## config.mk

```make
export PLATFORM = sky130hd
export DESIGN_NAME = frame_sync_byte_capture_top_flat
export DESIGN_NICKNAME = d
export VERILOG_FILES = /design/src/hw/rtl/fsbc_pkg.sv /design/src/hw/rtl/fsbc_rx_if.sv /design/src/hw/rtl/fsbc_cap_if.sv /design/src/hw/rtl/frame_sync_byte_capture_top.sv /design/src/flat_wrapper.sv
export SDC_FILE = /design/constraint.sdc
export NUM_CORES = 1
export LEC_CHECK = 0
export BUFFER_PORTS_ARGS = -buffer_cell sky130_fd_sc_hd__buf_4
export CORE_AREA = 2 2 179 111
export CTS_CLUSTER_SIZE = 12
export DETAILED_ROUTE_END_ITERATION = 16
export DIE_AREA = 0 0 181 113
export SETUP_SLACK_MARGIN = 0.15
export SLEW_MARGIN = 30
export SYNTH_ARGS = -nofsm -noshare
export SYNTH_HDL_FRONTEND = slang
export SYNTH_SLANG_ARGS = --single-unit
export TNS_END_PERCENT = 10
```

## constraint.sdc

```tcl
create_clock -name clk -period 8.45 [get_ports clk]
set_clock_uncertainty 0.05 [all_clocks]
set_input_delay 0.4225 -clock clk [delete_from_list [all_inputs] [get_ports clk]]
set_output_delay 0.4225 -clock clk [all_outputs]
set_load 0.005 [all_outputs]
```

## src/hw/rtl/fsbc_pkg.sv

```systemverilog
// Package for the frame sync byte capture block: register map, match state
// constants and the result record. No dependencies.
`timescale 1ns / 1ps

package fsbc_pkg;

	// Byte buffer that receives the captured bytes lies outside the block.
	localparam int unsigned BufferDepth = 32768;
	localparam int unsigned AddrSpan    = 32768;
	localparam int unsigned AddrW       = 15;
	localparam int unsigned LimitW      = 16;
	localparam int unsigned CapValue    = (BufferDepth < AddrSpan) ? BufferDepth : AddrSpan;
	localparam logic [LimitW-1:0] BufferCap = LimitW'(CapValue);

	// APB register map, one 32-bit register every four bytes.
	localparam int unsigned PaddrW = 5;
	localparam int unsigned RegIdxW = 3;
	typedef enum logic [RegIdxW-1:0] {
		REG_HEADER_FIRST   = 3'd0,
		REG_HEADER_SECOND  = 3'd1,
		REG_TRAILER_FIRST  = 3'd2,
		REG_TRAILER_SECOND = 3'd3,
		REG_LENGTH_LIMIT   = 3'd4
	} reg_idx_t;

	localparam logic [7:0]        HeaderFirstRst   = 8'h43;
	localparam logic [7:0]        HeaderSecondRst  = 8'hC6;
	localparam logic [7:0]        TrailerFirstRst  = 8'hC5;
	localparam logic [7:0]        TrailerSecondRst = 8'hDB;
	localparam logic [LimitW-1:0] LengthLimitRst   = 16'd24576;

	// Match progress: 0..5 header pairs, 6 capturing, 7..11 trailer pairs.
	typedef logic [3:0] match_t;
	localparam match_t MatchHunt     = 4'd0;
	localparam match_t PayloadStart  = 4'd6;
	localparam match_t TrailerLast   = 4'd11;

	typedef struct packed {
		logic             store_enable;
		logic [AddrW-1:0] store_address;
		logic [7:0]       store_data;
		logic             frame_done;
		logic             ended_by_limit;
		logic             in_payload;
	} cap_result_t;

endpackage

```

## src/hw/rtl/fsbc_rx_if.sv

```systemverilog
// Byte input channel of the frame sync byte capture block.
// Depends on nothing but the valid/ready convention.
`timescale 1ns / 1ps

interface fsbc_rx_if;
	logic       valid;
	logic       ready;
	logic [7:0] rx_byte;

	modport source (output valid, output rx_byte, input ready);
	modport sink (input valid, input rx_byte, output ready);
endinterface

```

## src/hw/rtl/fsbc_cap_if.sv

```systemverilog
// Result channel of the frame sync byte capture block.
// Depends on fsbc_pkg for the address width.
`timescale 1ns / 1ps

interface fsbc_cap_if;
	logic                       valid;
	logic                       ready;
	logic                       store_enable;
	logic [fsbc_pkg::AddrW-1:0] store_address;
	logic [7:0]                 store_data;
	logic                       frame_done;
	logic                       ended_by_limit;
	logic                       in_payload;

	modport source (output valid, input ready, output store_enable, output store_address,
		output store_data, output frame_done, output ended_by_limit, output in_payload);
	modport sink (input valid, output ready, input store_enable, input store_address,
		input store_data, input frame_done, input ended_by_limit, input in_payload);
endinterface

```

## src/hw/rtl/frame_sync_byte_capture_top.sv

```systemverilog
// Top level of the frame sync byte capture block.
// Depends on fsbc_pkg, fsbc_rx_if and fsbc_cap_if.
`timescale 1ns / 1ps

// Usage:
// Received bytes enter on the rx channel, one transaction per byte. For every
// byte the block returns exactly one transaction on the cap channel. While the
// block hunts for the header (three pairs of the header bytes) the result only
// reports progress through in_payload. Once the header is found, every byte,
// trailer bytes included, is reported with store_enable high, its buffer
// address and its value, so the caller can write it into an external buffer.
// The frame ends when three trailer pairs complete or the byte count reaches
// the length limit (capped at the buffer size); frame_done marks that byte and
// ended_by_limit tells which way it ended.
// Timing: the whole decision is one compare and one increment, done as the
// byte is accepted; the result is registered, and a new byte is taken every
// cycle while the skid register is empty. An output register plus a skid
// register decouple the channels: a stalled receiver fills the skid register,
// and rx.ready drops only while that register is occupied.
// Reset clears the match state and the byte count, empties both result
// registers and loads the default register values. Registers are written over
// APB at byte address 4*i and must only be written while no transaction is in flight.
module frame_sync_byte_capture_top (
	input  logic                          clk,
	input  logic                          arst_n,
	fsbc_rx_if.sink                       rx,
	fsbc_cap_if.source                    cap,
	input  logic                          psel,
	input  logic                          penable,
	input  logic                          pwrite,
	input  logic [fsbc_pkg::PaddrW-1:0]   paddr,
	input  logic [31:0]                   pwdata,
	output logic [31:0]                   prdata,
	output logic                          pready
);

	// Configuration registers.
	logic [7:0]                    header_first_q;
	logic [7:0]                    header_second_q;
	logic [7:0]                    trailer_first_q;
	logic [7:0]                    trailer_second_q;
	logic [fsbc_pkg::LimitW-1:0]   length_limit_q;

	// Frame tracking state.
	fsbc_pkg::match_t              match_q;
	logic [fsbc_pkg::AddrW-1:0]    count_q;

	// Output register and skid register.
	fsbc_pkg::cap_result_t         out_q;
	logic                          out_valid_q;
	fsbc_pkg::cap_result_t         skid_q;
	logic                          skid_valid_q;

	logic                          cfg_write;
	fsbc_pkg::reg_idx_t            cfg_idx;
	logic                          rx_accept;
	logic                          out_free;

	fsbc_pkg::match_t              match_d;
	logic [fsbc_pkg::AddrW-1:0]    count_d;
	fsbc_pkg::cap_result_t         result;
	logic [fsbc_pkg::LimitW-1:0]   cap_limit;
	logic [fsbc_pkg::LimitW-1:0]   next_count;
	logic [7:0]                    want;

	// ------------------------------------------------------------------
	// APB register file. A write lands in the access phase; pready is tied
	// high so every transfer completes without wait states.
	// ------------------------------------------------------------------
	assign pready    = 1'b1;
	assign cfg_write = psel && penable && pwrite;
	assign cfg_idx   = fsbc_pkg::reg_idx_t'(paddr[fsbc_pkg::PaddrW-1:2]);

	always_ff @(posedge clk or negedge arst_n) begin
		if (!arst_n) begin
			header_first_q   <= fsbc_pkg::HeaderFirstRst;
			header_second_q  <= fsbc_pkg::HeaderSecondRst;
			trailer_first_q  <= fsbc_pkg::TrailerFirstRst;
			trailer_second_q <= fsbc_pkg::TrailerSecondRst;
			length_limit_q   <= fsbc_pkg::LengthLimitRst;
		end else if (cfg_write) begin
			unique case (cfg_idx)
				fsbc_pkg::REG_HEADER_FIRST:   header_first_q   <= pwdata[7:0];
				fsbc_pkg::REG_HEADER_SECOND:  header_second_q  <= pwdata[7:0];
				fsbc_pkg::REG_TRAILER_FIRST:  trailer_first_q  <= pwdata[7:0];
				fsbc_pkg::REG_TRAILER_SECOND: trailer_second_q <= pwdata[7:0];
				fsbc_pkg::REG_LENGTH_LIMIT:   length_limit_q   <= pwdata[fsbc_pkg::LimitW-1:0];
				default: ;
			endcase
		end
	end

	always_comb begin
		unique case (cfg_idx)
			fsbc_pkg::REG_HEADER_FIRST:   prdata = {24'd0, header_first_q};
			fsbc_pkg::REG_HEADER_SECOND:  prdata = {24'd0, header_second_q};
			fsbc_pkg::REG_TRAILER_FIRST:  prdata = {24'd0, trailer_first_q};
			fsbc_pkg::REG_TRAILER_SECOND: prdata = {24'd0, trailer_second_q};
			fsbc_pkg::REG_LENGTH_LIMIT:   prdata = {16'd0, length_limit_q};
			default:                      prdata = 32'd0;
		endcase
	end

	// ------------------------------------------------------------------
	// Match logic for one byte. The frame ends when the count would reach
	// the smaller of the length limit and the buffer size; a limit hit wins
	// over a trailer completing on the same byte.
	// ------------------------------------------------------------------
	assign cap_limit  = (length_limit_q < fsbc_pkg::BufferCap) ? length_limit_q
		: fsbc_pkg::BufferCap;
	assign next_count = fsbc_pkg::LimitW'(count_q) + 1'b1;

	always_comb begin
		match_d = match_q;
		count_d = count_q;
		result  = '0;
		want    = 8'd0;
		if (match_q >= fsbc_pkg::PayloadStart) begin
			result.store_enable  = 1'b1;
			result.store_address = count_q;
			result.store_data    = rx.rx_byte;
			if (next_count >= cap_limit) begin
				result.frame_done     = 1'b1;
				result.ended_by_limit = 1'b1;
				count_d = '0;
				match_d = fsbc_pkg::MatchHunt;
			end else begin
				count_d = next_count[fsbc_pkg::AddrW-1:0];
				// Odd states wait for the second trailer byte, even states the first.
				want = match_q[0] ? trailer_second_q : trailer_first_q;
				if (match_q == fsbc_pkg::PayloadStart) begin
					if (rx.rx_byte == want) begin
						match_d = match_q + 1'b1;
					end
				end else if (rx.rx_byte != want) begin
					// Drop back to waiting for the first trailer byte, this one is not rechecked.
					match_d = fsbc_pkg::PayloadStart;
				end else if (match_q >= fsbc_pkg::TrailerLast) begin
					result.frame_done = 1'b1;
					count_d = '0;
					match_d = fsbc_pkg::MatchHunt;
				end else begin
					match_d = match_q + 1'b1;
				end
			end
		end else begin
			want = match_q[0] ? header_second_q : header_first_q;
			match_d = (rx.rx_byte == want) ? match_q + 1'b1 : fsbc_pkg::MatchHunt;
		end
		result.in_payload = (match_d >= fsbc_pkg::PayloadStart);
	end

	// ------------------------------------------------------------------
	// Channel control. The state advances on every accepted byte.
	// ------------------------------------------------------------------
	assign rx.ready  = !skid_valid_q;
	assign rx_accept = rx.valid && !skid_valid_q;
	assign out_free  = !out_valid_q || cap.ready;

	always_ff @(posedge clk or negedge arst_n) begin
		if (!arst_n) begin
			match_q <= fsbc_pkg::MatchHunt;
			count_q <= '0;
		end else if (rx_accept) begin
			match_q <= match_d;
			count_q <= count_d;
		end
	end

	always_ff @(posedge clk or negedge arst_n) begin
		if (!arst_n) begin
			out_valid_q  <= 1'b0;
			skid_valid_q <= 1'b0;
		end else begin
			if (out_free) begin
				out_valid_q  <= skid_valid_q || rx_accept;
				skid_valid_q <= 1'b0;
			end else if (rx_accept) begin
				skid_valid_q <= 1'b1;
			end
		end
	end

	always_ff @(posedge clk) begin
		if (out_free) begin
			out_q <= skid_valid_q ? skid_q : result;
		end
		if (!out_free && rx_accept) begin
			skid_q <= result;
		end
	end

	assign cap.valid          = out_valid_q;
	assign cap.store_enable   = out_q.store_enable;
	assign cap.store_address  = out_q.store_address;
	assign cap.store_data     = out_q.store_data;
	assign cap.frame_done     = out_q.frame_done;
	assign cap.ended_by_limit = out_q.ended_by_limit;
	assign cap.in_payload     = out_q.in_payload;

endmodule

```

## src/flat_wrapper.sv

```systemverilog
// flat-port wrapper written by rule: the top's interface ports become plain ports
module frame_sync_byte_capture_top_flat 
  (clk, arst_n, psel, penable, pwrite, paddr, pwdata, prdata, pready, rx_valid, rx_rx_byte, rx_ready, cap_valid, cap_ready, cap_store_enable, cap_store_address, cap_store_data, cap_frame_done, cap_ended_by_limit, cap_in_payload);
  fsbc_rx_if rx_i ();
  fsbc_cap_if cap_i ();
  input  logic clk;
  input  logic arst_n;
  input  logic psel;
  input  logic penable;
  input  logic pwrite;
  input  logic [fsbc_pkg::PaddrW-1:0] paddr;
  input  logic [31:0] pwdata;
  output logic [31:0] prdata;
  output logic pready;
  input wire logic [$bits(rx_i.valid)-1:0] rx_valid;
  input wire logic [$bits(rx_i.rx_byte)-1:0] rx_rx_byte;
  output wire logic [$bits(rx_i.ready)-1:0] rx_ready;
  output wire logic [$bits(cap_i.valid)-1:0] cap_valid;
  input wire logic [$bits(cap_i.ready)-1:0] cap_ready;
  output wire logic [$bits(cap_i.store_enable)-1:0] cap_store_enable;
  output wire logic [$bits(cap_i.store_address)-1:0] cap_store_address;
  output wire logic [$bits(cap_i.store_data)-1:0] cap_store_data;
  output wire logic [$bits(cap_i.frame_done)-1:0] cap_frame_done;
  output wire logic [$bits(cap_i.ended_by_limit)-1:0] cap_ended_by_limit;
  output wire logic [$bits(cap_i.in_payload)-1:0] cap_in_payload;
  assign rx_i.valid = rx_valid;
  assign rx_i.rx_byte = rx_rx_byte;
  assign rx_ready = rx_i.ready;
  assign cap_valid = cap_i.valid;
  assign cap_i.ready = cap_ready;
  assign cap_store_enable = cap_i.store_enable;
  assign cap_store_address = cap_i.store_address;
  assign cap_store_data = cap_i.store_data;
  assign cap_frame_done = cap_i.frame_done;
  assign cap_ended_by_limit = cap_i.ended_by_limit;
  assign cap_in_payload = cap_i.in_payload;
  frame_sync_byte_capture_top u_core (.clk(clk), .arst_n(arst_n), .rx(rx_i), .cap(cap_i), .psel(psel), .penable(penable), .pwrite(pwrite), .paddr(paddr), .pwdata(pwdata), .prdata(prdata), .pready(pready));
endmodule
```

==> results_dict.tcl <==
set metrics [dict create \
    grt_pass1_vias 4425 \
    drt-total-wl_microns 15100 \
    die_height_microns 113 \
    synth_xor_area_share_pct 4.05 \
    routed_via_density 5.09 \
    drc 0 \
    required_ns 8.57 \
    layout_common_cells "mux2_2, buf_4, edfxtp_1" \
    htree_levels 4 \
    crit_family "simple AND/OR/NAND/NOR gates" \
    synth.distinct_cells 55 \
    synth_ff_type "edfxtp_1" \
    fp-row-count 39 \
    fin_ws_ns 4.12 \
    arrival_ns 4.45 \
    synth_simple_gate_area_share_pct 11.4 \
    synthMuxAreaShare_pct 17.0 \
    fmaxAchievable_mhz 231 \
    drt_iter0_markers 228 \
    async_reset_ff_share_pct 56.1 \
    cp.depth 14 \
    synth_area_leaders "edfxtp_1, dfrtp_1, mux2_2" \
    critPathLaunch "u_core.count_q[2]" \
    layout_commonest_cell "mux2_2" \
    ios 114 \
    design_area_sq_um 7830 \
    cp_num_buf_inv 0 \
    initial_core_util_pct 34.7 \
    cpPeakStageDelay_ns 0.47 \
    yosysWarnings 0 \
    post-route-period-util_pct 51.2 \
    holdPathStages 3 \
    final_nets 679 \
    dpl-instance-area_sq_um 7260 \
    slowest_stage "and3_1" \
    via_count 4414 \
    clock_sinks 123 \
    dp_slack_ns 4.21 \
    fp.dieArea_sq_um 20500 \
    cts.reportedPaths.clkPinSlew_ns 0.06 \
    setup-tns-final_ns 0 \
    grt_max_degree 70 \
    status "finished, final reports clean" \
    avgSynthCellArea_sq_um 12.2 \
    synth_compound_area_share_pct 8.00 \
    hold_class "primary input to flop" \
    peakVddDrop_uv 124 \
    hold_viol_final 0 \
    globalplace.congestion 0.829 \
    yosys_register_bits 123 \
    syn-cell-area_sq_um 6490 \
    synth-seq-area-share_pct 51.9 \
    min_period_ns 4.33 \
    rsz0062_at_grt "no" \
    drv_slew 0 \
    rr_worst_depth 14 \
    maxCapViolCount 0 \
    diodes 0 \
    grt_first_pass_wirelength_microns 24700 \
    dp_hpwl_microns 10800 \
    path_cells "and3_1, nand3_1, nor2_1, and3_1, and3_1, xor2_1, ha_1, a211oi_1, nor2_1, nor4_1, and3_1, o21ai_4, and2_1, mux2_2" \
    antenna_found_initial 0 \
    start_kind "flop" \
    cts_root_buffer "clkbuf_16" \
    clk_path_buf_depth 2 \
    cts_tree "built" \
    fillers 1767 \
    antenna_left 0 \
    synth-edff-count 54 \
    r2r_setup_slack_ns 4.12 \
    numPortBuffers 78 \
    synth_top_family_by_area "multiplexers" \
    post-synth-top-area-cell "edfxtp_1" \
    wl_per_cell_microns 17.5 \
    r2r_end "u_core.cap.frame_done" \
    syn_to_final_growth_pct 20.5 \
    netlist.area_leader.share_pct 25.0 \
    slew_headroom_pct 42.8 \
    leakage_nw 3.29 \
    r2r-start "u_core.count_q[2]" \
    cts_made_buffers 17 \
    grt-ovfl-total 0 \
    p_per_area_nw_per_um2 222 \
    drt-pass1-iter-count 7 \
    critPathCaptureType "flop" \
    postCtsSetupBuffers 0 \
    die_w_microns 181 \
    cp_common_cell "and3_1" \
    grtUsageTotal_pct 15.6 \
    core-area_sq_um 18700 \
    synthAdderAreaFrac_pct 3.66 \
    cp_max_fo 16 \
    clock_latency_ns 0.42 \
    drive_gt1_share_pct 36.4 \
    setup_viol 0 \
    endpoint "u_core.cap.frame_done" \
    synthCells 531 \
    crit_type "flop to flop" \
    tightest_slew_ns 0.855 \
]
## metrics by stage
step	hold slack, ns	util [%]	total power, W	cells
global route	0.180	41.8	0.00182	867
global placement	0.462	38.7	0.00105	834
detailed placement	0.471	38.7	0.00106	834
finish	0.166	41.8	0.00173	867
floorplan	0.0769	-	0.000953	546
CTS	0.120	41.7	0.00175	866
## worst reg2reg max path: stages (launching register included)
cell	delay, ns
dfrtp_1	0.46
and3_1	0.21
nand3_1	0.18
nor2_1	0.30
and3_1	0.29
and3_1	0.25
xor2_1	0.19
ha_1	0.26
a211oi_1	0.25
nor2_1	0.08
nor4_1	0.35
and3_1	0.47
o21ai_4	0.24
and2_1	0.25
mux2_2	0.26
## layout make-up
| cell class | count | area, sq um | area share [%] |
|---|---|---|---|
| Sequential cell | 123 | 3370 | 43.1 |
| Multi-Input combinational cell | 378 | 2950 | 37.7 |
| Timing Repair Buffer | 82 | 622 | 7.95 |
| Clock buffer | 19 | 433 | 5.53 |
| Tap cell | 246 | 308 | 3.93 |
| Clock inverter | 13 | 120 | 1.54 |
| Inverter | 6 | 22.5 | 0.288 |
## kinds of logic (layout without fill, tap and decap cells)
logic type / after synthesis / in the layout
other cells: 2 / 17
fa+ha+maj: 19 / 19
flops: 123 / 123
buf+inv: 45 / 120
xor+xnor: 30 / 30
compound gates: 72 / 72
mux: 100 / 100
simple gates: 140 / 140
## routing by layer
| metal | wire, microns | share of wire, % | vias to the layer above | GRT usage, % |
|---|---|---|---|---|
| li1 | - | - | 2072 | - |
| met1 | 7960 | 53 | 2170 | 24.0 |
| met2 | 6220 | 41 | 160 | 21.5 |
| met3 | 870 | 5.7 | 12 | 4.02 |
| met4 | 92 | 0.61 | 0 | 4.34 |
| met5 | 0 | 0 | - | 0 |
## power breakdown
part | switching, W | internal [W]
registers | 0.0000564 | 0.000706
clock network | 0.000277 | 0.000407
logic | 0.000145 | 0.000144
total | 0.000479 | 0.00126
## flip-flops by register name, summed over array words and instances, names as in the netlist
signal	flops
u_core.cap.valid	1
u_core.cap.store_address	15
u_core.cap.store_enable	1
u_core.trailer_first_q	8
u_core.match_q	4
u_core.trailer_second_q	8
u_core.count_q	15
u_core.cap.in_payload	1
u_core.header_first_q	8
u_core.cap.ended_by_limit	1
u_core.header_second_q	8
u_core.skid_q	27
u_core.length_limit_q	16
u_core.skid_valid_q	1
u_core.cap.frame_done	1
u_core.cap.store_data	8
## worst min path at each step
| stage | end | startpoint |
|---|---|---|
| final | u_core.length_limit_q[15] | pwdata[15] |
| after global routing | u_core.length_limit_q[13] | pwdata[13] |
| after CTS | u_core.trailer_first_q[1] | arst_n |
| after detailed placement | u_core.header_second_q[4] | u_core.header_second_q[4] |
| after global placement | u_core.trailer_second_q[5] | u_core.trailer_second_q[5] |
| after floorplan | u_core.cap.valid | arst_n |
## Yosys cell counts (3+ instances only)
master,count
a21oi_1,6
a22o_1,7
a22oi_1,16
and2_1,24
and3_1,17
buf_1,4
buf_2,3
buf_4,18
clkbuf_1,13
dfrtp_1,50
dfstp_2,19
edfxtp_1,54
ha_1,19
inv_1,4
mux2_2,83
mux2i_1,16
nand2_1,43
nand2b_1,3
nand3_1,9
nand4_1,3
nor2_1,18
nor2b_1,12
nor3_1,3
o21ai_0,8
o21ai_1,10
o22ai_1,8
xnor2_1,15
xor2_1,15
## repair_timing
action / CTS / global route
hold buffers: 0 / 1
gates resized for setup: 0 / 0
hold endpoints to repair: 0 / 1
Power figures use the tool's default switching activity.
